==> src/rtl/core/lnds_pkg.sv <==
// Shared constants and the item record that travels down the cell chain.
package lnds_pkg;

  localparam int DEPTH       = 1024;
  localparam int VALUE_W     = 32;
  localparam int LEN_W       = $clog2(DEPTH + 1);
  localparam int IN_TDATA_W  = ((VALUE_W + 7) / 8) * 8;
  localparam int OUT_TDATA_W = ((LEN_W + 7) / 8) * 8;

  typedef struct packed {
    logic                      vld;
    logic                      first;
    logic                      placed;
    logic signed [VALUE_W-1:0] key;
    logic        [LEN_W-1:0]   len;
  } item_t;

endpackage

==> src/rtl/core/lnds_cell.sv <==
// One tail slot of the patience-sorting chain with its pipeline register.
module lnds_cell (
  input  logic            clk_i,
  input  logic            rst_ni,
  input  logic            en_i,
  input  lnds_pkg::item_t item_i,
  output lnds_pkg::item_t item_o
);
  import lnds_pkg::*;

  logic signed [VALUE_W-1:0] tail_q;
  logic                      occ_q;
  logic                      occ_d;
  logic                      live;
  logic                      hit;
  item_t                     item_d;
  item_t                     item_q;

  always_comb begin
    // a sequence start empties every slot it passes
    live   = item_i.first ? 1'b0 : occ_q;
    hit    = item_i.vld & ~item_i.placed & (~live | (tail_q > item_i.key));
    occ_d  = item_i.vld ? (live | hit) : occ_q;
    item_d = item_i;
    item_d.placed = item_i.placed | hit;
    item_d.len    = item_i.len + LEN_W'(occ_d);
  end

  always_ff @(posedge clk_i) begin
    if (en_i && hit) begin
      tail_q <= item_i.key;
    end
  end

  always_ff @(posedge clk_i or negedge rst_ni) begin
    if (!rst_ni) begin
      occ_q  <= 1'b0;
      item_q <= '0;
    end else if (en_i) begin
      occ_q  <= occ_d;
      item_q <= item_d;
    end
  end

  assign item_o = item_q;

endmodule

==> config.mk <==
export PLATFORM = sky130hd
export DESIGN_NAME = lnds_cell
export DESIGN_NICKNAME = d
export VERILOG_FILES = /design/src/rtl/core/lnds_pkg.sv /design/src/rtl/core/lnds_cell.sv
export SDC_FILE = /design/constraint.sdc
export NUM_CORES = 1
export LEC_CHECK = 0
export BUFFER_PORTS_ARGS = -buffer_cell sky130_fd_sc_hd__buf_2
export CAP_MARGIN = 20
export CORE_MARGIN = 5
export CORE_UTILIZATION = 48
export CTS_CLUSTER_SIZE = 24
export DETAILED_ROUTE_END_ITERATION = 10
export GPL_TIMING_DRIVEN = 0
export PLACE_DENSITY_LB_ADDON = 0.25
export SETUP_SLACK_MARGIN = 0.3
export SYNTH_ARGS = -nofsm -noshare
export SYNTH_HDL_FRONTEND = slang
export SYNTH_SLANG_ARGS = --single-unit
==> constraint.sdc <==
create_clock -name clk_i -period 3.6 [get_ports clk_i]
set_input_delay 0.18 -clock clk_i [delete_from_list [all_inputs] [get_ports clk_i]]
set_output_delay 0.18 -clock clk_i [all_outputs]
set_load 0.005 [all_outputs]
* After elaboration in Yosys (flattened, before gate mapping)
Index checks and enable logic that the tools add are counted.
** Operators by class
- Multiplexer cells :: 2
- $add $sub $neg :: 1
- $lt $le $gt $ge :: 1
- Reduce and logical (&&, ||, !) cells :: 1
- Bitwise gates (word level) :: 7
** Operators with widths (number)
- > comparator 32 bit :: 1
- adder 11 x 1 -> 11 bit :: 1
- OR 1 bit :: 3
- AND 1 bit :: 2
- two-way mux 1 bit :: 2
- inverter 1 bit :: 2
- logical AND 1 bit :: 1
** Storage, ports and cells
- Word-level logic and storage cells :: 19
- Output and inout port bits :: 46
- Bits in registers :: 79
- Bits of input ports :: 49

* Logic depth before layout (Yosys ltp)
- Depth in word-level cells :: 7
- Depth in mapped cells :: 9

* Worst setup path before layout
No wires, ideal clock.
- Path type :: reg2reg
- From :: register occ_q
- To :: register tail_q[0] (enable)
- Data required time :: 3.129 ns
- Buffers on the path :: 0
- Data arrival time :: 2.984 ns
- Stages on the path, launching flop included :: 3
- Slack :: 0.145 ns
- Library setup time :: 0.471 ns
- Period minus slack after synthesis :: 3.455 ns
- Path through :: dfrtp_1 -> nor2b_1 -> o311ai_1
** On the way
- Word-level cells in the longest chain between the ends :: 5
** Ends and longest elaborated chain
- start, declared :: RTL line lnds_cell.sv:12 : logic occ_q;
- start signal, assigned :: RTL line lnds_cell.sv:37 : occ_q <= 1'b0;
- start signal, assigned :: RTL line lnds_cell.sv:40 : occ_q <= occ_d;
- two-way mux 1 bit :: RTL line lnds_cell.sv:21 : live = item_i.first ? 1'b0 : occ_q;
- inverter 1 bit :: RTL line lnds_cell.sv:22 : hit = item_i.vld & ~item_i.placed & (~live | (tail_q > item_i.key));
- OR 1 bit :: RTL line lnds_cell.sv:22
- AND 1 bit :: RTL line lnds_cell.sv:22
- logical AND 1 bit :: RTL line lnds_cell.sv:30 : if (en_i && hit) begin
- end signal, assigned :: RTL line lnds_cell.sv:31 : tail_q <= item_i.key;
- end, declared :: RTL line lnds_cell.sv:11 : logic signed [VALUE_W-1:0] tail_q;
No other way between the ends.
A chain may end at the register's enable or synchronous reset.

* Final worst setup path
- From :: register tail_q[23]
- To :: register tail_q[21] (enable)
** On the way
- Word-level cells in the longest chain between the ends :: 4
** Ends and longest elaborated chain (RTL line)
- > comparator 32 bit :: lnds_cell.sv:22
- OR 1 bit :: lnds_cell.sv:22
- AND 1 bit :: lnds_cell.sv:22
- logical AND 1 bit :: lnds_cell.sv:30
No other way between the ends.

==> flow_summary.ini <==
[run_status]
status = completed

[floorplan]
initial_core_util_pct = 49.00
die_w_um = 98.36
fp-row-count = 32
ioPinCount = 95
placeableCoreArea_um2 = 7647
die_area_um2 = 9674
die_h_um = 98.36

[critical_path]
worstSetupEndpointType = flop
critPathLaunchType = flop
crit_type = flop to flop
crit_arrival_ps = 2940
cp_data_required_time_ps = 3700
worstPathMaxFanout = 17

[clock_tree]
cts_buffers = 9
root_buffer = clkbuf_8
clock_latency_ps = 350
holdBufCountCts = 0
h-tree-depth = 3
cts_buffer_depth = 2
cts_setup_buffers = 0
ctsResizeCount = 0
clk_pin_slew_ps = 80
cts_tree = done
numClockSinks = 79

[timing]
max_freq_mhz = 351.7
setup_tns_ps = 0
fin_skew_ps = 11.74
rsz0062_at_grt = false
tightest_slew_ps = 1032
slew_viol_final = 0
fin_crit_sh_pct = 78.98
slew_headroom_pct = 31.03
setup_viol = 0
holdWs_ps = 27.82
finalCriticalPeriod_ps = 2843
timing_hold_violations_final = 0

[synthesis]
syn_inst = 295
synth-edff-count = 32
syn_avg_cell_area_um2 = 12.70
synthFlopType = dfrtp_1
yosysMostFrequentCell = dfrtp_1
synth_cell_types = 40
ys_seq_area_share_pct = 57.03
synth_common_cells = dfrtp_1, inv_1, ha_1
async_reset_ff_share_pct = 59.49
ys_top_cells_by_area = dfrtp_1, edfxtp_1, ha_1, mux2_1, mux2_2
synth-seq-cells = 79
yosysWarnings = 0
yosys.area.top_type = dfrtp_1
synth_area_um2 = 3747
syn_nets = 378
yosysTopAreaCellShare_pct = 31.39

[place]
dpl.hpwl_um = 5782
dpl_cell_area_um2 = 4390
dp.cells = 492
port_buffers = 94
gp_congestion = 0.7570

[cells_and_area]
num-nets-final = 486
drive_above_1_share_pct = 32.84
syn_to_final_growth_pct = 24.24
antenna_cells = 0
fin_cells = 510
fin_area_um2 = 4656

[power_and_ir_drop]
leakagePower_nw = 2.158
ir_drop_uv = 208.9
power.density_nw_per_um2 = 456.6
p_total_w = 0.002126

[drt]
route.antenna.remaining_nets = 0
drtIter0Drc = 63
drc = 0
vias = 2597
routedWlPerCell_um = 14.73
wl_um = 7511
detail_route.first_pass.iterations = 4
routed_via_density = 5.092

[job]
cap_violations = 0

[global_routing]
grt_max_degree = 48
gr-total-overflow = 0
grt_use_total_pct = 16.66
antenna_found_initial = 0
grt_pass1_wl_um = 12970
first_global_vias = 2792

[min_path]
hold_path.class = primary input to flop
through the flow:
step	worst slack [ps]	utilization [%]
after floorplan	933.2	-
after global placement	338.8	56.92
after detailed placement	715.4	57.41
after CTS	705.8	60.49
after global routing	563.1	60.88
final	756.8	60.88
critical path, cell delays in order, from the launching register on:
cell      delay [ps]
edfxtp_1         370
ha_1             320
nand4_1          200
nor4_4           430
a211oi_2         150
nor3b_1          160
a31oi_1          300
o311ai_4         390
buf_16           290
layout make-up:
class	count	area [um2]
well taps	102	127.6
fillers	660	2992
inverters	35	131.4
clock inverters	7	111.4
flip-flops and latches	79	2137
plain buffers	6	23.77
clock buffers	9	123.9
repair buffers	97	528.0
multi-input cells	175	1473
cells by family after synthesis:
group	Yosys count	synth area share (%)
DFF	79	57.03
and+or+nand+nor	56	8.214
AOI/OAI and AO/OA	42	6.878
buffers and inverters	41	4.140
muxes	35	10.52
adders and majority gates	34	11.35
xor gates and xnor gates	8	1.870
placed cells by master, fill, tap and decap left out, types with 2 or more instances in the layout:
master,instances
a21o_1,2
a21oi_1,20
a31oi_1,2
and3_1,2
buf_1,3
buf_2,95
bufinv_16,3
clkbuf_1,2
clkbuf_8,9
clkinv_2,2
dfrtp_1,47
edfxtp_1,32
ha_1,34
inv_1,35
mux2_1,21
mux2_2,14
nand2_1,12
nand3_1,13
nand4_1,6
nor2_1,13
nor2b_1,2
o211ai_1,2
o21ai_0,5
o21ai_1,2
xnor2_1,4
xor2_1,4
sequential cells by signal, indices dropped and copies added (netlist names):
register,flops
tail_q,32
item_o,46
occ_q,1
where the power goes:
group | switching (W) | internal [W]
clock | 0.000317 | 0.000456
sequential | 0.0000323 | 0.00102
combinational | 0.000158 | 0.000145
path summary, 6_finish.rpt:
kind	from	endpoint	slack, ps	cells after the start
min reg2reg	item_o[31]	item_o[31]	480	1
min	item_i[25]	tail_q[14]	30	1
min in group asynchronous	rst_ni	item_o[13]	320	2
max	tail_q[23]	tail_q[21]	760	8
max in group asynchronous	rst_ni	item_o[28]	2760	3
max reg2reg	tail_q[23]	tail_q[21]	760	8
per-layer routing:
layer	vias to the layer above	track usage, %	wire length, um
li1	1270	-	-
met1	1253	19.69	3205
met2	66	27.77	3662
met3	8	6.429	554
met4	0	5.777	88
met5	-	0	0
Note: power is estimated with default switching activity, not from simulation.
